**src/rtl/lzd_pkg.sv**
```systemverilog
// Shared types, code tables and symbol encoding for the deflate compressor.
`default_nettype none
package lzd_pkg;

	localparam int PIECE_W = 20;
	localparam int LEN_W = 9;

	localparam logic [1:0] ERR_NONE = 2'd0;
	localparam logic [1:0] ERR_CAP  = 2'd1;
	localparam logic [1:0] ERR_LONG = 2'd2;

	typedef struct packed {
		logic               valid;
		logic               fin;
		logic [PIECE_W-1:0] bits;
		logic [4:0]         n;
	} pk_req_t;

	typedef struct packed {
		logic [8:0] bits;
		logic [3:0] n;
	} sym_t;

	localparam logic [8:0] LEN_BASE [29] = '{9'd3, 9'd4, 9'd5, 9'd6, 9'd7, 9'd8, 9'd9,
		9'd10, 9'd11, 9'd13, 9'd15, 9'd17, 9'd19, 9'd23, 9'd27, 9'd31, 9'd35, 9'd43,
		9'd51, 9'd59, 9'd67, 9'd83, 9'd99, 9'd115, 9'd131, 9'd163, 9'd195, 9'd227,
		9'd258};
	localparam logic [2:0] LEN_EXTRA [29] = '{3'd0, 3'd0, 3'd0, 3'd0, 3'd0, 3'd0, 3'd0,
		3'd0, 3'd1, 3'd1, 3'd1, 3'd1, 3'd2, 3'd2, 3'd2, 3'd2, 3'd3, 3'd3, 3'd3, 3'd3,
		3'd4, 3'd4, 3'd4, 3'd4, 3'd5, 3'd5, 3'd5, 3'd5, 3'd0};
	localparam logic [15:0] DIST_BASE [30] = '{16'd1, 16'd2, 16'd3, 16'd4, 16'd5,
		16'd7, 16'd9, 16'd13, 16'd17, 16'd25, 16'd33, 16'd49, 16'd65, 16'd97, 16'd129,
		16'd193, 16'd257, 16'd385, 16'd513, 16'd769, 16'd1025, 16'd1537, 16'd2049,
		16'd3073, 16'd4097, 16'd6145, 16'd8193, 16'd12289, 16'd16385, 16'd24577};
	localparam logic [3:0] DIST_EXTRA [30] = '{4'd0, 4'd0, 4'd0, 4'd0, 4'd1, 4'd1,
		4'd2, 4'd2, 4'd3, 4'd3, 4'd4, 4'd4, 4'd5, 4'd5, 4'd6, 4'd6, 4'd7, 4'd7, 4'd8,
		4'd8, 4'd9, 4'd9, 4'd10, 4'd10, 4'd11, 4'd11, 4'd12, 4'd12, 4'd13, 4'd13};

	// fixed Huffman code, bit-reversed so it can be shifted out LSB first
	function automatic sym_t sym_piece(input logic [8:0] sym);
		logic [8:0] code;
		logic [3:0] len;
		sym_t r;
		if (sym <= 9'd143) begin
			code = 9'h030 + sym;
			len = 4'd8;
		end else if (sym <= 9'd255) begin
			code = 9'h190 + (sym - 9'd144);
			len = 4'd9;
		end else if (sym <= 9'd279) begin
			code = sym - 9'd256;
			len = 4'd7;
		end else begin
			code = 9'h0C0 + (sym - 9'd280);
			len = 4'd8;
		end
		r.bits = '0;
		for (int j = 0; j < 9; j++) begin
			if (4'(j) < len) r.bits[j] = code[4'(len - 4'd1 - 4'(j))];
		end
		r.n = len;
		return r;
	endfunction

	function automatic logic [4:0] len_idx(input logic [8:0] len);
		logic [4:0] r;
		r = '0;
		for (int i = 0; i < 29; i++) begin
			if (LEN_BASE[i] <= len) r = 5'(i);
		end
		return r;
	endfunction

	function automatic logic [4:0] dist_idx(input logic [15:0] dv);
		logic [4:0] r;
		r = '0;
		for (int i = 0; i < 30; i++) begin
			if (DIST_BASE[i] <= dv) r = 5'(i);
		end
		return r;
	endfunction

endpackage
`default_nettype wire

```
**src/rtl/lzd_packer.sv**
```systemverilog
// Bit packer: collects code pieces LSB first and emits capacity-limited output words.
`default_nettype none
module lzd_packer (
	input  wire logic            clk,
	input  wire logic            arst_n,
	input  wire lzd_pkg::pk_req_t req,
	output logic                 ready,
	input  wire logic [31:0]     cap,
	input  wire logic            err2,
	output logic                 out_valid,
	input  wire logic            out_stall,
	output logic [63:0]          out_word,
	output logic [3:0]           out_count,
	output logic                 last_word,
	output logic [1:0]           error
);

	logic [63:0] pend_q;
	logic [6:0]  cnt_q;
	logic [31:0] wr_q;
	logic [1:0]  err_q;
	logic        ov_q;
	logic [63:0] word_q;
	logic [3:0]  count_q;
	logic        lastw_q;
	logic [1:0]  eout_q;

	logic        take;
	logic [7:0]  sum;
	logic        ovf;
	logic [63:0] fill;
	logic [63:0] rest;
	logic [3:0]  nb;
	logic [63:0] src;
	logic [31:0] room;
	logic [3:0]  fit;
	logic [63:0] masked;
	logic        show;
	logic [1:0]  err_new;

	assign ready = !ov_q || !out_stall;
	assign take = req.valid && ready;

	always_comb begin
		sum = 8'(cnt_q) + 8'(req.n);
		ovf = sum > 8'd64;
		fill = pend_q | (64'(req.bits) << cnt_q);
		rest = 64'(req.bits) >> (7'd64 - cnt_q);
		nb = req.fin ? 4'((8'(cnt_q) + 8'd7) >> 3) : 4'd8;
		src = req.fin ? pend_q : fill;
		room = (cap > wr_q) ? (cap - wr_q) : 32'd0;
		fit = (room < 32'(nb)) ? room[3:0] : nb;
		for (int k = 0; k < 8; k++) begin
			masked[8*k +: 8] = (4'(k) < fit) ? src[8*k +: 8] : 8'd0;
		end
		err_new = (err_q == lzd_pkg::ERR_NONE && fit < nb) ? lzd_pkg::ERR_CAP : err_q;
		// a full word with no room left is dropped; the final word always goes out
		show = take && (req.fin || ovf) && !(fit == 4'd0 && !req.fin);
	end

	always_ff @(posedge clk or negedge arst_n) begin
		if (!arst_n) begin
			pend_q <= '0;
			cnt_q <= '0;
			wr_q <= '0;
			err_q <= lzd_pkg::ERR_NONE;
			ov_q <= 1'b0;
		end else begin
			if (take) begin
				if (req.fin) begin
					pend_q <= '0;
					cnt_q <= '0;
					wr_q <= '0;
					err_q <= lzd_pkg::ERR_NONE;
				end else if (ovf) begin
					pend_q <= rest;
					cnt_q <= 7'(sum - 8'd64);
					wr_q <= wr_q + 32'(fit);
					err_q <= err_new;
				end else begin
					pend_q <= fill;
					cnt_q <= 7'(sum);
				end
			end else if (err2 && err_q == lzd_pkg::ERR_NONE) begin
				err_q <= lzd_pkg::ERR_LONG;
			end
			if (show) ov_q <= 1'b1;
			else if (!out_stall) ov_q <= 1'b0;
		end
	end

	always_ff @(posedge clk) begin
		if (show) begin
			word_q <= masked;
			count_q <= fit;
			lastw_q <= req.fin;
			eout_q <= err_new;
		end
	end

	assign out_valid = ov_q;
	assign out_word = word_q;
	assign out_count = count_q;
	assign last_word = lastw_q;
	assign error = eout_q;

endmodule
`default_nettype wire

```
**config.mk**
```make
export PLATFORM = sky130hd
export DESIGN_NAME = lzd_packer
export DESIGN_NICKNAME = d
export VERILOG_FILES = /design/src/rtl/lzd_pkg.sv /design/src/rtl/lzd_packer.sv
export SDC_FILE = /design/constraint.sdc
export NUM_CORES = 1
export LEC_CHECK = 0
export ABC_AREA = 1
export BUFFER_PORTS_ARGS = -buffer_cell sky130_fd_sc_hd__buf_2
export CORE_MARGIN = 8
export CORE_UTILIZATION = 45
export CTS_CLUSTER_SIZE = 10
export DETAILED_ROUTE_END_ITERATION = 16
export PLACE_DENSITY_LB_ADDON = 0.2
export SLEW_MARGIN = 20
export SYNTH_ARGS = -nofsm -noshare
export SYNTH_HDL_FRONTEND = slang
export SYNTH_SLANG_ARGS = --single-unit
```
**constraint.sdc**
```tcl
create_clock -name clk -period 6.6 [get_ports clk]
set_input_delay 0.99 -clock clk [delete_from_list [all_inputs] [get_ports clk]]
set_output_delay 0.99 -clock clk [all_outputs]
set_load 0.02 [all_outputs]
```
Word level (Yosys, flattened, before mapping). Cells that the tools add are included.

$add $sub $neg: 6. Order comparisons: 12. Equality and inequality tests: 2. Shift-type cells: 2. Muxes and demuxes: 17. Bitwise operators: 1. Reduce and logical (&&, ||, !) cells: 18.

Operators by type and width (count): 2-to-1 mux 64 bit (3); 2-to-1 mux 32 bit (3); bitwise OR 64 bit (1); << shifter 20 x 7 -> 64 bit (1); >> shifter 20 x 7 -> 64 bit (1); adder 32 x 4 -> 32 bit (1); greater-than comparator 32 bit (1); less-than comparator 32 x 4 -> 1 bit (1); subtractor 32 bit (1); less-than comparator 3 x 4 -> 1 bit (first input constant) (4); 2-to-1 mux 7 bit (2); 2-to-1 mux 2 bit (5); adder 7 x 5 -> 8 bit (1); greater-than comparator 8 x 7 -> 1 bit (second input constant) (1); less-than comparator 1 x 4 -> 1 bit (first input constant) (2); less-than comparator 2 x 4 -> 1 bit (first input constant) (2); 2-to-1 mux 4 bit (2); adder 7 x 3 -> 7 bit (second input constant) (1); subtractor 7 bit (first input constant) (1); subtractor 7 bit (second input constant) (1); logical AND 1 bit (6); zero test 1 bit (4); zero test 4 bit (1); less-than comparator 4 bit (1); 7 further kinds (11).

Flip-flop bits (word level): 177. Bits of input ports: 63. Output and inout bits: 73. Logic and storage cells: 74.

Logic depth before layout (Yosys ltp).
Depth after elaboration: 10. Gate-level depth with buffers: 38. Depth with buffers taken out: 38.

Least setup slack after synthesis. Ideal clock, no wire load.

Path kind: input port to flip-flop. Start point: in cap[0]. End point: reg eout_q[0] (netlist: error[0]), enable pin. Library setup time: 0.431 ns. Arrival time: 5.310 ns. Data required time: 6.169 ns. Slack: 0.859 ns. Cell stages on the path: 27. Path buffers: 1. Cells stage by stage: inv_1 -> ha_1 -> fa_1 -> inv_1 -> nand3_1 -> nand2_1 -> nand2_1 -> nand2_1 -> nand2_1 -> nand2_1 -> nand2_1 -> nand2_1 -> nand2_1 -> inv_2 -> o21ai_0 -> a21oi_1 -> ha_1 -> nand2_1 -> a21oi_2 -> nor2_4 -> nand3_1 -> nand2_4 -> nor2_4 -> buf_6 -> nand3_4 -> nand2_2 -> nand2_1.

Longest elaborated chain between the ends: 8. Elaborated cells on any way between the ends: 9. Classes of those cells: add/sub: 1; order compare: 2; mux: 2; reduce/logical: 4.

Ends and longest elaborated chain: start, declared (line lzd_packer.sv:8) `input wire logic [31:0] cap,`; subtractor 32 bit or greater-than comparator 32 bit (tied branches) (line lzd_packer.sv:51) `room = (cap > wr_q) ? (cap - wr_q) : 32'd0;`; 2-to-1 mux 32 bit * (line lzd_packer.sv:51); less-than comparator 32 x 4 -> 1 bit (line lzd_packer.sv:52) `fit = (room < 32'(nb)) ? room[3:0] : nb;`; 2-to-1 mux 4 bit * (line lzd_packer.sv:52); net fit[3] (line lzd_packer.sv:36) `logic [3:0] fit;`; zero test 4 bit * (line lzd_packer.sv:58) `show = take && (req.fin || ovf) && !(fit == 4'd0 && !req.fin);`; logical AND 1 bit * (line lzd_packer.sv:58); zero test 1 bit * (line lzd_packer.sv:58); logical AND 1 bit * (line lzd_packer.sv:58); net show (line lzd_packer.sv:38) `logic show;`; end signal, assigned (line lzd_packer.sv:97) `eout_q <= err_new;`; end, declared (line lzd_packer.sv:26) `logic [1:0] eout_q;`.

Mark *: on every way through the listed nets, which the timed path passes. The rest lies on a longest branch. A chain may end at the register's enable or synchronous reset.

Final worst setup path.
Start point: in cap[0]. End point: reg wr_q[15].

Longest elaborated chain between the ends: 7. Elaborated cells on any way between the ends: 8. Classes of those cells: add/sub: 2; order compare: 2; mux: 4.

Ends and longest elaborated chain: subtractor 32 bit or greater-than comparator 32 bit (tied branches) (line lzd_packer.sv:51); 2-to-1 mux 32 bit * (line lzd_packer.sv:51); less-than comparator 32 x 4 -> 1 bit (line lzd_packer.sv:52); 2-to-1 mux 4 bit * (line lzd_packer.sv:52); net fit[2] (line lzd_packer.sv:36); adder 32 x 4 -> 32 bit * (line lzd_packer.sv:78) `wr_q <= wr_q + 32'(fit);`; 2-to-1 mux 32 bit * (line lzd_packer.sv:75) `end else if (ovf) begin`; 2-to-1 mux 32 bit * (line lzd_packer.sv:70) `if (req.fin) begin`; end signal, assigned (line lzd_packer.sv:78); end, declared (line lzd_packer.sv:20) `logic [31:0] wr_q;`.

Mark *: on every way through the listed nets, which the timed path passes. The rest lies on a longest branch. The select of a mux whose other input is x is not followed.

==> impl_metrics.toml <==
[global_route]
grt_max_degree = 60
grt_pass1_wl_um = 72330
grt_pass1_vias = 13162
grt-ovfl-total = 0
antenna_found_initial = 0
grt_use_total = 0.2478

[sta]
worst_slack_ps = 843.2
tightest_slew_ps = 885.1
fin_worst_skew_ps = 8.769
slew-limit-headroom = 0.4037
slew_violations = 0
tns_ps = 0
setup_viol = 0
period_needed_ps = 5757
period_share = 0.8722
max_freq_ghz = 0.1737
grt_setup_unrepaired = "no"
hold_viol_final = 0

[worst_setup_path]
cp_data_arrival_time_ps = 6080
cp.depth = 39
cp_top_family = "simple AND/OR/NAND/NOR gates"
r2r_start = "wr_q[0]$_DFFE_PN0P_"
cp_common_cell = "nand2_1"
cp_max_fo = 7
slowest_stage = "fa_1"
r2r_cells = 37
crit_path_end_kind = "flip-flop"
worstPathRequired_ps = 6920
start_kind = "input pin"
slowest_delay_ps = 370
critPathKind = "input pin to flip-flop"
crit_start = "cap[0]"
cp_num_buf_inv = 7

[clocking]
clk_path_buf_depth = 2
insertion_delay_ps = 430
cts_setup_buffers = 0
cts.sinks = 177
clk_pin_slew_worst_paths_ps = 70
hold_buffers = 0
postCtsResizedCells = 0
cts_made_buffers = 17
cts_root_buffer = "clkbuf_16"
htreeDepth = 4
tritoncts = "yes"

[placed_design]
gp_congestion = 0.9622
place_hpwl_um = 36160
post-place-ws_ps = 573.6
port-buffer-count = 135
placed_cell_area_um2 = 15010

[layout]
multi_input_area_um2 = 7586
diodes = 0
final_common_cell = "nand2_1"
final_cell_mix = "nand2_1, inv_1, nor2_1, o21ai_0, buf_2"
fillers = 3160
syn_to_final_growth_pct = 11.45
nets = 2345
stdcell_area_um2 = 15570
drive_gt1_frac = 0.1092
seqCellArea_um2 = 4785

[floorplanning]
core_area_um2 = 30590
die_area_um2 = 36940
io_pins = 136
die_h_um = 192.2
start_util = 0.4566
rows = 64
die_x_um = 192.2

[routing]
post-route-drc-count = 0
drt_iter0_drc = 1654
antenna_left = 0
routed-via-count = 14247
drt-wirelength-per-cell_um = 17.40
wl_um = 45920
dr.pass1.iters = 6
viasPerCell = 5.399

[logic_synthesis]
synth-async-reset-ratio = 0.5989
yosysUniqueCellTypes = 55
synthFlopType = "dfrtp_1"
synth_edf_count = 71
syn_inst = 2134
synth_seq_area_share = 0.3425
synth_fp_nets = 2249
avgSynthCellArea_um2 = 6.546
yosysWarnings = 0
synth-seq-cells = 177
netlist_area_um2 = 13970

[run_status]
status = "finished, final reports clean"

[power_and_ir_drop]
peakVddDrop_mv = 0.2482
p_leak_nw = 7.966
power_density_nw_per_um2 = 419.4
p_total_mw = 6.529

[worst_hold_path]
hp-class = "flip-flop to flip-flop"
hp-start = "wr_q[31]$_DFFE_PN0P_"
holdPathStages = 2

[job]
cap_violations = 0
==> state kept, by name, summed over array words and instances, names as in the netlist <==
signal,cells
wr_q,32
error,2
out_valid,1
out_count,4
out_word,64
err_q,2
pend_q,64
cnt_q,7
last_word,1
==> through the flow <==
stage / utilization / std cells / hold slack (ps)
floorplan: - / 2134 / 451.7
global placement: 0.4906 / 2607 / 467.0
detailed placement: 0.4906 / 2607 / 475.9
CTS: 0.5088 / 2639 / 491.8
global route: 0.5089 / 2639 / 520.6
finish: 0.5089 / 2639 / 500.3
==> power breakdown <==
group	switching [mW]	total, mW	internal [mW]	leakage (nW)
logic	2.76	3.85	1.09	5.57
clock network	0.459	0.983	0.524	0.270
registers	0.145	1.70	1.56	2.12
==> worst paths after layout <==
path | to | slack [ps]
setup reg to reg | wr_q[15]$_DFFE_PN0P_ | 1070
min in group asynchronous | pend_q[31]$_DFFE_PN0P_ | 590
hold reg to reg | wr_q[31]$_DFFE_PN0P_ | 500
max in group asynchronous | cnt_q[3]$_DFFE_PN0P_ | 4750
setup / recovery | wr_q[15]$_DFFE_PN0P_ | 840
hold / removal | wr_q[31]$_DFFE_PN0P_ | 500
==> cell usage after synthesis (16+ instances only) <==
| master | count | area share |
|---|---|---|
| nand2_1 | 643 | 0.17 |
| inv_1 | 330 | 0.089 |
| nor2_1 | 181 | 0.049 |
| o21ai_0 | 178 | 0.064 |
| nand3_1 | 123 | 0.044 |
| a21oi_1 | 110 | 0.039 |
| dfrtp_1 | 106 | 0.19 |
| edfxtp_1 | 71 | 0.15 |
| clkbuf_1 | 64 | 0.017 |
| ha_1 | 49 | 0.044 |
| nor3_1 | 49 | 0.018 |
| nand4_1 | 18 | 0.0081 |
| a31oi_1 | 16 | 0.0072 |
| o22ai_1 | 16 | 0.0072 |
==> worst register-to-register path: cells and delay by family (launching register included) <==
kind            cells  cell delay (ps)
buf+inv             5              470
fa+ha+maj           4             1220
flops               1              420
simple gates       21             2260
compound gates      7             1060
==> routing by layer <==
metal | part of all wire | up-vias | track usage
met3 | 0.083 | 49 | 0.04539
met5 | 0 | - | 0
li1 | - | 7063 | -
met2 | 0.44 | 566 | 0.3869
met1 | 0.46 | 6569 | 0.3517
met4 | 0.015 | 0 | 0.05523
==> area by class of cell <==
class                   count  share of cell area
inverters                 347             0.08367
clock buffers              17             0.02733
repair buffers            155             0.05401
well taps                 396             0.03183
flip-flops and latches    177              0.3073
multi-input cells        1532              0.4873
clock inverters            15            0.008520
==> cell families (layout without fill, tap and decap cells) <==
| family | after synthesis | count (layout) | synth area share |
|---|---|---|---|
| flops | 177 | 177 | 0.3425 |
| simple gates | 1075 | 1075 | 0.3240 |
| compound gates | 378 | 378 | 0.1521 |
| mux | 11 | 11 | 0.007883 |
| xor+xnor | 16 | 16 | 0.01003 |
| buf+inv | 425 | 534 | 0.1153 |
| fa+ha+maj | 52 | 52 | 0.04819 |
No activity file was read; power rests on OpenSTA's default activity.
